$ cat src/rtl/dnsx_pkg.sv
// ----------------------------------------------------------------------------
// dnsx_pkg
// Shared constants and types for the DNS answer IPv4 extractor.
// ----------------------------------------------------------------------------
package dnsx_pkg;

    // Bytes parsed per message; later bytes only end the message
    localparam int MAX_BYTES = 512;
    localparam int POS_W     = $clog2(MAX_BYTES + 1);

    // Header layout
    localparam int HDR_LEN        = 12;
    localparam int HDR_RCODE_IDX  = 3;
    localparam int HDR_QD_HI_IDX  = 4;
    localparam int HDR_QD_LO_IDX  = 5;
    localparam int HDR_AN_HI_IDX  = 6;
    localparam int HDR_AN_LO_IDX  = 7;
    localparam int HDR_LAST_IDX   = 11;

    // Record layout
    localparam logic [7:0]  NAME_PTR_MASK = 8'hC0;
    localparam logic [3:0]  QFIXED_LEN    = 4'd4;
    localparam logic [3:0]  AFIXED_LEN    = 4'd10;
    localparam logic [3:0]  AF_TYPE_HI    = 4'd0;
    localparam logic [3:0]  AF_TYPE_LO    = 4'd1;
    localparam logic [3:0]  AF_LEN_HI     = 4'd8;
    localparam logic [3:0]  AF_LEN_LO     = 4'd9;
    localparam logic [3:0]  ADDR_LEN      = 4'd4;
    localparam logic [15:0] TYPE_A        = 16'd1;
    localparam logic [15:0] TYPE_A_LEN    = 16'd4;

    // Result status codes
    localparam logic [1:0] ST_FOUND      = 2'd0;
    localparam logic [1:0] ST_BAD_HEADER = 2'd1;
    localparam logic [1:0] ST_NO_RECORD  = 2'd2;

    typedef struct packed {
        logic        valid;
        logic [1:0]  status;
        logic [31:0] address;
    } dnsx_result_t;

endpackage

$ cat src/rtl/dnsx_in_if.sv
// ----------------------------------------------------------------------------
// dnsx_in_if
// Byte stream channel: one message byte per word, flag on the last byte.
// ----------------------------------------------------------------------------
interface dnsx_in_if;
    logic       valid;
    logic       ready;
    logic [7:0] data_byte;
    logic       last_byte;

    modport source (output valid, output data_byte, output last_byte, input ready);
    modport sink   (input valid, input data_byte, input last_byte, output ready);
endinterface

$ cat src/rtl/dnsx_out_if.sv
// ----------------------------------------------------------------------------
// dnsx_out_if
// Result channel: one status and IPv4 address word per message.
// ----------------------------------------------------------------------------
interface dnsx_out_if;
    logic        valid;
    logic        ready;
    logic [1:0]  status;
    logic [31:0] address;

    modport source (output valid, output status, output address, input ready);
    modport sink   (input valid, input status, input address, output ready);
endinterface

$ cat src/rtl/dnsx_core.sv
// ----------------------------------------------------------------------------
// dnsx_core
// Per-byte DNS response parser: holds the walk state through header,
// questions and answers and flags the result of each message.
// ----------------------------------------------------------------------------
module dnsx_core
    import dnsx_pkg::*;
(
    input  logic         clk,
    input  logic         rst_n,
    input  logic         fire,
    input  logic [7:0]   data_byte,
    input  logic         last_byte,
    output dnsx_result_t result
);

    localparam logic [3:0] PH_HEADER = 4'd0;
    localparam logic [3:0] PH_QNAME  = 4'd1;
    localparam logic [3:0] PH_QLABEL = 4'd2;
    localparam logic [3:0] PH_QPTR   = 4'd3;
    localparam logic [3:0] PH_QFIXED = 4'd4;
    localparam logic [3:0] PH_ANAME  = 4'd5;
    localparam logic [3:0] PH_ALABEL = 4'd6;
    localparam logic [3:0] PH_APTR   = 4'd7;
    localparam logic [3:0] PH_AFIXED = 4'd8;
    localparam logic [3:0] PH_ADATA  = 4'd9;
    localparam logic [3:0] PH_AADDR  = 4'd10;
    localparam logic [3:0] PH_BADHDR = 4'd11;
    localparam logic [3:0] PH_NOMORE = 4'd12;
    localparam logic [3:0] PH_DONE   = 4'd13;

    localparam logic [POS_W-1:0] POS_MAX = POS_W'(MAX_BYTES);

    logic [3:0]       phase_reg,      phase_next;
    logic [POS_W-1:0] position_reg,   position_next;
    logic [3:0]       field_cnt_reg,  field_cnt_next;
    logic [15:0]      skip_left_reg,  skip_left_next;
    logic [15:0]      q_left_reg,     q_left_next;
    logic [15:0]      a_left_reg,     a_left_next;
    logic [3:0]       rcode_reg,      rcode_next;
    logic [15:0]      rec_type_reg,   rec_type_next;
    logic [15:0]      rec_len_reg,    rec_len_next;
    logic [31:0]      addr_reg,       addr_next;

    logic [3:0] field_inc;
    logic       is_answer;
    logic       hit;
    logic       bad;

    // Walk one byte through the message layout
    always_comb
    begin
        phase_next     = phase_reg;
        position_next  = position_reg;
        field_cnt_next = field_cnt_reg;
        skip_left_next = skip_left_reg;
        q_left_next    = q_left_reg;
        a_left_next    = a_left_reg;
        rcode_next     = rcode_reg;
        rec_type_next  = rec_type_reg;
        rec_len_next   = rec_len_reg;
        addr_next      = addr_reg;
        field_inc      = field_cnt_reg + 4'd1;
        is_answer      = (phase_reg == PH_ANAME) || (phase_reg == PH_ALABEL)
                         || (phase_reg == PH_APTR);
        hit            = 1'b0;
        bad            = 1'b0;
        result         = '0;

        if (fire && (position_reg < POS_MAX))
        begin
            position_next = position_reg + POS_W'(1);
            unique case (phase_reg)
                PH_HEADER:
                begin
                    if (position_reg == POS_W'(HDR_RCODE_IDX))
                        rcode_next = data_byte[3:0];
                    else if (position_reg == POS_W'(HDR_QD_HI_IDX))
                        q_left_next = {data_byte, 8'h00};
                    else if (position_reg == POS_W'(HDR_QD_LO_IDX))
                        q_left_next = {q_left_reg[15:8], data_byte};
                    else if (position_reg == POS_W'(HDR_AN_HI_IDX))
                        a_left_next = {data_byte, 8'h00};
                    else if (position_reg == POS_W'(HDR_AN_LO_IDX))
                        a_left_next = {a_left_reg[15:8], data_byte};
                    else if (position_reg == POS_W'(HDR_LAST_IDX))
                    begin
                        priority if (a_left_reg == 16'd0 || rcode_reg != 4'd0)
                            phase_next = PH_BADHDR;
                        else if (q_left_reg == 16'd0)
                            phase_next = PH_ANAME;
                        else
                            phase_next = PH_QNAME;
                    end
                end
                PH_QNAME, PH_ANAME:
                begin
                    // Pointer, root label or label length
                    priority if ((data_byte & NAME_PTR_MASK) == NAME_PTR_MASK)
                        phase_next = is_answer ? PH_APTR : PH_QPTR;
                    else if (data_byte == 8'd0)
                    begin
                        field_cnt_next = 4'd0;
                        phase_next     = is_answer ? PH_AFIXED : PH_QFIXED;
                    end
                    else
                    begin
                        skip_left_next = {8'h00, data_byte};
                        phase_next     = is_answer ? PH_ALABEL : PH_QLABEL;
                    end
                end
                PH_QLABEL, PH_ALABEL:
                begin
                    skip_left_next = skip_left_reg - 16'd1;
                    if (skip_left_reg == 16'd1)
                        phase_next = is_answer ? PH_ANAME : PH_QNAME;
                end
                PH_QPTR, PH_APTR:
                begin
                    field_cnt_next = 4'd0;
                    phase_next     = is_answer ? PH_AFIXED : PH_QFIXED;
                end
                PH_QFIXED:
                begin
                    field_cnt_next = field_inc;
                    if (field_inc >= QFIXED_LEN)
                    begin
                        field_cnt_next = 4'd0;
                        q_left_next    = q_left_reg - 16'd1;
                        phase_next     = (q_left_reg == 16'd1) ? PH_ANAME : PH_QNAME;
                    end
                end
                PH_AFIXED:
                begin
                    // Capture type and data length from the fixed part
                    if (field_cnt_reg == AF_TYPE_HI)
                        rec_type_next = {data_byte, 8'h00};
                    if (field_cnt_reg == AF_TYPE_LO)
                        rec_type_next = {rec_type_reg[15:8], data_byte};
                    if (field_cnt_reg == AF_LEN_HI)
                        rec_len_next = {data_byte, 8'h00};
                    if (field_cnt_reg == AF_LEN_LO)
                        rec_len_next = {rec_len_reg[15:8], data_byte};
                    field_cnt_next = field_inc;
                    if (field_inc >= AFIXED_LEN)
                    begin
                        field_cnt_next = 4'd0;
                        priority if (rec_type_next == TYPE_A && rec_len_next == TYPE_A_LEN)
                        begin
                            addr_next  = 32'd0;
                            phase_next = PH_AADDR;
                        end
                        else if (rec_len_next == 16'd0)
                        begin
                            a_left_next = a_left_reg - 16'd1;
                            phase_next  = (a_left_reg == 16'd1) ? PH_NOMORE : PH_ANAME;
                        end
                        else
                        begin
                            skip_left_next = rec_len_next;
                            phase_next     = PH_ADATA;
                        end
                    end
                end
                PH_ADATA:
                begin
                    skip_left_next = skip_left_reg - 16'd1;
                    if (skip_left_reg == 16'd1)
                    begin
                        a_left_next = a_left_reg - 16'd1;
                        phase_next  = (a_left_reg == 16'd1) ? PH_NOMORE : PH_ANAME;
                    end
                end
                PH_AADDR:
                begin
                    addr_next      = {addr_reg[23:0], data_byte};
                    field_cnt_next = field_inc;
                    if (field_inc >= ADDR_LEN)
                    begin
                        field_cnt_next = 4'd0;
                        hit            = 1'b1;
                        phase_next     = PH_DONE;
                    end
                end
                default:
                begin
                end
            endcase
        end

        // Report the address, or a failure on the last byte
        bad = (phase_next == PH_HEADER) || (phase_next == PH_BADHDR)
              || (position_next <= POS_W'(HDR_LEN));
        if (hit)
        begin
            result.valid   = 1'b1;
            result.status  = ST_FOUND;
            result.address = addr_next;
        end
        else if (fire && last_byte && (phase_reg != PH_DONE))
        begin
            result.valid   = 1'b1;
            result.status  = bad ? ST_BAD_HEADER : ST_NO_RECORD;
            result.address = 32'd0;
        end

        // Drop all message state after the last byte
        if (fire && last_byte)
        begin
            phase_next     = PH_HEADER;
            position_next  = '0;
            field_cnt_next = 4'd0;
            skip_left_next = 16'd0;
            q_left_next    = 16'd0;
            a_left_next    = 16'd0;
            rcode_next     = 4'd0;
            rec_type_next  = 16'd0;
            rec_len_next   = 16'd0;
            addr_next      = 32'd0;
        end
    end

    // Hold walk state
    always_ff @(posedge clk or negedge rst_n)
    begin
        if (!rst_n)
        begin
            phase_reg     <= PH_HEADER;
            position_reg  <= '0;
            field_cnt_reg <= 4'd0;
            skip_left_reg <= 16'd0;
            q_left_reg    <= 16'd0;
            a_left_reg    <= 16'd0;
            rcode_reg     <= 4'd0;
            rec_type_reg  <= 16'd0;
            rec_len_reg   <= 16'd0;
            addr_reg      <= 32'd0;
        end
        else
        begin
            phase_reg     <= phase_next;
            position_reg  <= position_next;
            field_cnt_reg <= field_cnt_next;
            skip_left_reg <= skip_left_next;
            q_left_reg    <= q_left_next;
            a_left_reg    <= a_left_next;
            rcode_reg     <= rcode_next;
            rec_type_reg  <= rec_type_next;
            rec_len_reg   <= rec_len_next;
            addr_reg      <= addr_next;
        end
    end

endmodule

$ cat src/rtl/dns_answer_ipv4_extractor.sv
// A result word appears on res in the cycle after the byte that completes it.
// Throughput: one byte per cycle unless input is stalled; the parser state updates on every accepted byte.
// A pending result word does not stall input unless res is held off and full.
// Reset (rst_n, asynchronous, active low) returns the parser to the header and
// empties the result register.
// ----------------------------------------------------------------------------
// dns_answer_ipv4_extractor
// Extracts the first IPv4 A record from a DNS response byte stream and
// delivers one status and address word per message.
// ----------------------------------------------------------------------------
module dns_answer_ipv4_extractor
    import dnsx_pkg::*;
(
    input  logic    clk,
    input  logic    rst_n,
    dnsx_in_if.sink msg,
    dnsx_out_if.source res
);

    dnsx_result_t core_result;
    logic         fire;
    logic         res_valid_reg;
    logic [1:0]   res_status_reg;
    logic [31:0]  res_addr_reg;

    // Take a byte whenever the result register is free or draining
    assign msg.ready = !res_valid_reg || res.ready;
    assign fire      = msg.valid && msg.ready;

    dnsx_core u_core (
        .clk       (clk),
        .rst_n     (rst_n),
        .fire      (fire),
        .data_byte (msg.data_byte),
        .last_byte (msg.last_byte),
        .result    (core_result)
    );

    // Hold the result word until taken
    always_ff @(posedge clk or negedge rst_n)
    begin
        if (!rst_n)
            res_valid_reg <= 1'b0;
        else if (core_result.valid)
            res_valid_reg <= 1'b1;
        else if (res.ready)
            res_valid_reg <= 1'b0;
    end

    always_ff @(posedge clk)
    begin
        if (core_result.valid)
        begin
            res_status_reg <= core_result.status;
            res_addr_reg   <= core_result.address;
        end
    end

    assign res.valid   = res_valid_reg;
    assign res.status  = res_status_reg;
    assign res.address = res_addr_reg;

endmodule

$ cat src/flat_wrapper.sv
// flat-port wrapper written by rule: the top's interface ports become plain ports
module dns_answer_ipv4_extractor_flat import dnsx_pkg::*;
  (clk, rst_n, msg_valid, msg_data_byte, msg_last_byte, msg_ready, res_valid, res_status, res_address, res_ready);
  dnsx_in_if msg_i ();
  dnsx_out_if res_i ();
  input  logic clk;
  input  logic rst_n;
  input wire logic [$bits(msg_i.valid)-1:0] msg_valid;
  input wire logic [$bits(msg_i.data_byte)-1:0] msg_data_byte;
  input wire logic [$bits(msg_i.last_byte)-1:0] msg_last_byte;
  output wire logic [$bits(msg_i.ready)-1:0] msg_ready;
  output wire logic [$bits(res_i.valid)-1:0] res_valid;
  output wire logic [$bits(res_i.status)-1:0] res_status;
  output wire logic [$bits(res_i.address)-1:0] res_address;
  input wire logic [$bits(res_i.ready)-1:0] res_ready;
  assign msg_i.valid = msg_valid;
  assign msg_i.data_byte = msg_data_byte;
  assign msg_i.last_byte = msg_last_byte;
  assign msg_ready = msg_i.ready;
  assign res_valid = res_i.valid;
  assign res_status = res_i.status;
  assign res_address = res_i.address;
  assign res_i.ready = res_ready;
  dns_answer_ipv4_extractor u_core (.clk(clk), .rst_n(rst_n), .msg(msg_i), .res(res_i));
endmodule
$ cat config.mk
export PLATFORM = sky130hd
export DESIGN_NAME = dns_answer_ipv4_extractor_flat
export DESIGN_NICKNAME = d
export VERILOG_FILES = /design/src/rtl/dnsx_pkg.sv /design/src/rtl/dnsx_in_if.sv /design/src/rtl/dnsx_out_if.sv /design/src/rtl/dnsx_core.sv /design/src/rtl/dns_answer_ipv4_extractor.sv /design/src/flat_wrapper.sv
export SDC_FILE = /design/constraint.sdc
export NUM_CORES = 1
export LEC_CHECK = 0
export ABC_AREA = 1
export BUFFER_PORTS_ARGS = -buffer_cell sky130_fd_sc_hd__buf_2
export CAP_MARGIN = 20
export CORE_MARGIN = 10
export CORE_UTILIZATION = 46
export CTS_CLUSTER_SIZE = 30
export DETAILED_ROUTE_END_ITERATION = 8
export PLACE_DENSITY_LB_ADDON = 0.05
export SLEW_MARGIN = 20
export SYNTH_ARGS = -nofsm -noshare
export SYNTH_HDL_FRONTEND = slang
export SYNTH_HIERARCHICAL = 1
export SYNTH_SLANG_ARGS = --single-unit
$ cat constraint.sdc
create_clock -name clk -period 2.9 [get_ports clk]
set_clock_uncertainty 0.1 [all_clocks]
set_input_delay 0.435 -clock clk [delete_from_list [all_inputs] [get_ports clk]]
set_output_delay 0.435 -clock clk [all_outputs]
set_load 0.005 [all_outputs]
==> summary.md <==
| Metric | Value |
|---|---|
| Min Tclk post-route | about 2700 ps |
| Post-DRT Antenna Nets | 0 |
| WL per Instance | between 15 and 20 um |
| Synth area leaders | dfrtp_1 33%, edfxtp_1 9.9%, nand2_1 9.9% |
| Power Total | between 10,000 and 15,000 uW |
| Share of cells above drive strength 1 | between 15 and 20% |
| CP delay by family, top | simple AND/OR/NAND/NOR gates |
| CP Cell Sequence | nor2_8 -> nand2_2 -> inv_4 -> nand2_1 -> nand2_1 -> nand2_1 -> nor2_1 -> nand2_1 -> nor2_1 -> nand4_1 -> buf_12 -> nand3_1 -> nand3_1 -> o21ai_1 -> nor2_1 |
| Hold crit path type | input port to flop |
| Most common cell on crit path | nand2_1 |
| CTS Root Buffer Type | clkbuf_16 |
| Reg2Reg Setup Slack | between 150 and 200 ps |
| DRT Pass-1 Iters | 5 |
| Slew HR | about three fifths |
| Total grt overflow | 0 |
| Num ports | between 40 and 50 |
| Htree depth | 4 |
| Hold Crit Depth | 4 |
| Clk pin slew, worst setup/hold paths | roughly 70 ps |
| Count leader, synth | nand2_1 |
| Tcrit/Tclk final | between 90 and 100% |
| Die area | between 20,000 and 30,000 sq um |
| CP bufs+invs | 2 |
| Ys Warns | 6 |
| EDFF count, synth | 34 |
| Top cells by count, synth | 271 x nand2_1, 198 x nor2_1, 160 x inv_1 |
| Worst setup path start | u_core/u_core/field_cnt_reg[3]$_DFFE_PN0P_ |
| First-iteration detailed-routing DRC count | approximately 970 |
| Synthesis-to-layout area growth | 18.3% |
| Max cap viols | 0 |
| Comb pwr share | between 40% and 50% |
| Flop pwr share | roughly a third |
| Worst-margin pin slew | 591 ps |
| Post-synth top area share | about a third |
| CP Launch Type | flop |
| Critical Path Sink | u_core/res.address[20]$_DFFE_PP_ |
| Worst Setup End Kind | flop |
| Slowest stage delay, CP | 590 ps |
| Post-synthesis sequential area ratio | roughly 43% |
| Mapped cell area | 10,300 sq um |
| Fin. Hold Viols | 0 |
| R2r startpoint | u_core/u_core/field_cnt_reg[3]$_DFFE_PN0P_ |
| Ys flop type | dfrtp_1 |
| Initial Util | 46.9% |
| Capturing point of the worst reg2reg path | u_core/res.address[20]$_DFFE_PP_ |
| Async set-reset flop share out of synthesis | about four fifths |
| Net Sw Power | approximately 5300 uW |
| Reg2reg path depth | 15 |
| IO buf count | between 40 and 50 |
| Mean post-synth cell area | approximately 7.3 sq um |
| Global Route Usage Sum | 22.4% |
| Routed WL | between 30 and 40 mm |
| P_leak | 0.00563 uW |
| Diode count | 0 |
| Core ar. | 21,900 sq um |
| Die W | ~170 um |
| Status | finished, final reports clean |
| Net count after synthesis | ~1,400 |
| Vias | between 9,000 and 10,000 |
| Initial antenna violation count | 0 |
| TNS Setup | 0 ps |
| Max VDD drop | 0.459 mV |
| Max frequency | between 0.3 and 0.4 GHz |
| Pwr/cell area | between 900 and 1000 nW/um^2 |
| Slew Viols, Final | 0 |
| Yosys reg bits | ~170 |
| Placed inst area | about 11,000 sq um |
| Crit path required time | between 2000 and 3000 ps |
| Sink Count | about 170 |
| Height of the die | around 170 um |
| Largest net degree at the start of global routing | 65 |
| Residual DRC | 0 |
| Rows | 54 |
| Post-synth top area cell | dfrtp_1 |
| Clock network power share | around a fifth |
| RSZ-0062 raised after global routing | true |
| Vias in the first global route | between 9,000 and 10,000 |
| Clock tree buffer depth | 2 |
| Mapped Cells | 1,404 |
| DR vias/cell | 5.50 |
| WS Path Type | flop to flop |
| First-pass GRT wire length | 51.5 mm |
| GPL Wtd Cong | 0.982 |
| Final-report setup violation count | 0 |
| Sw Ratio | a little under half |
| DP HPWL | 23.3 mm |
| Fin area | around 12,000 sq um |
| Fillers | approximately 2,100 |
| CTS buffer count | 17 |
| Synth cell types | between 50 and 60 |
| CTS tree | done |
| CP Depth | 15 |
| # nets final | between 1,500 and 2,000 |
| Int Power | approximately 6400 uW |
| Clock latency on the worst-skew pair | between 400 and 500 ps |
| Critical Path AT | 2820 ps |
| CP max FO | 32 |
| CP max stage cell | dfrtp_4 |
==> what timing repair did <==
action                                  4_1_cts  5_1_grt
endpoints found under the setup margin       24      100
endpoints found under the hold margin        54        0
hold buffers                                  1        0
pin swaps                                     0        4
setup buffers                                 0        3
resized for setup                             1       40
gates cloned                                  0        3
==> cells by family (layout without fill, tap and decap cells) <==
group                      count (synthesis)  count (layout)  share of synthesized area (%)
AOI/OAI and AO/OA                        281             281                           15.4
xor gates and xnor gates                  19              19                           1.62
adders and majority gates                 17              17                           2.07
buffers and inverters                    234             348                           9.07
DFF                                      169             169                           42.9
and+or+nand+nor                          684             687                           29.0
==> cells in the final DEF (no fill, tap or decap), types with 16 or more instances in the layout <==
cell type	synthesis	routed
nand3_1	149	148
o22ai_1	30	26
xor2_1	17	17
o21ai_1	27	21
buf_2	10	47
edfxtp_1	34	34
nand2_1	271	269
clkbuf_16	0	17
nor2_1	198	196
dfrtp_1	135	134
nand4_1	16	16
o21ai_0	134	130
a21oi_1	46	45
buf_4	4	85
inv_1	160	158
==> worst register-to-register path, delay by kind of cell, from the launching register on <==
kind | cells | cell delay (ps)
flip-flops | 1 | 590
AND/OR/NAND/NOR | 12 | 1330
buffers and inverters | 2 | 340
AO/OA/AOI/OAI | 1 | 120
==> final cells by class <==
| class | instances | area (sq um) | area share [%] |
|---|---|---|---|
| Clock inverter | 15 | 176 | 1.45 |
| Inverter | 176 | 668 | 5.50 |
| Clock buffer | 17 | 425 | 3.50 |
| Sequential cell | 169 | 4400 | 36.3 |
| Timing Repair Buffer | 140 | 1010 | 8.28 |
| Multi-Input combinational cell | 1004 | 5120 | 42.1 |
| Tap cell | 280 | 350 | 2.88 |
==> power by group through the flow <==
| stage | clock network, uW | registers [uW] | logic (uW) |
|---|---|---|---|
| 2_1_floorplan | 0 | 3590 | 3680 |
| 3_3_place_gp | 0 | 3740 | 5310 |
| 3_5_place_dp | 0 | 3740 | 5350 |
| 4_1_cts | 2360 | 3700 | 5380 |
| 5_1_grt | 2450 | 3830 | 6400 |
| 6_report | 2300 | 3730 | 5680 |
==> layer usage <==
| layer | track usage, % | part of all wire, % | vias up |
|---|---|---|---|
| met5 | 0 | 0 | - |
| met4 | 7.95 | 3.0 | 0 |
| met3 | 4.49 | 6.0 | 60 |
| met2 | 35.2 | 47 | 280 |
| met1 | 30.0 | 44 | 4682 |
| li1 | - | - | 4875 |
==> worst min-delay path by stage <==
stage          startpoint                                 endpoint  slack [ps]
2_1_floorplan       rst_n             u_core/res.valid$_DFFE_PN0P_          40
3_3_place_gp        rst_n  u_core/u_core/q_left_reg[4]$_DFFE_PN0P_         340
3_5_place_dp        rst_n  u_core/u_core/q_left_reg[4]$_DFFE_PN0P_         340
4_1_cts         res_ready             u_core/res.valid$_DFFE_PN0P_         150
5_1_grt         res_ready             u_core/res.valid$_DFFE_PN0P_         180
6_report        res_ready             u_core/res.valid$_DFFE_PN0P_         160
==> per-stage QoR <==
stage	std cells	utilization (%)	setup slack, ps	hold WS (ps)
after detailed placement	1762	51.7	-57.3	342
after floorplan	1404	-	22.0	39.4
after CTS	1795	54.5	8.26	152
final	1801	55.5	161	164
after global placement	1762	51.7	-91.4	342
after global routing	1801	55.5	-7.69	176
Note: power is estimated with default switching activity, not from simulation.
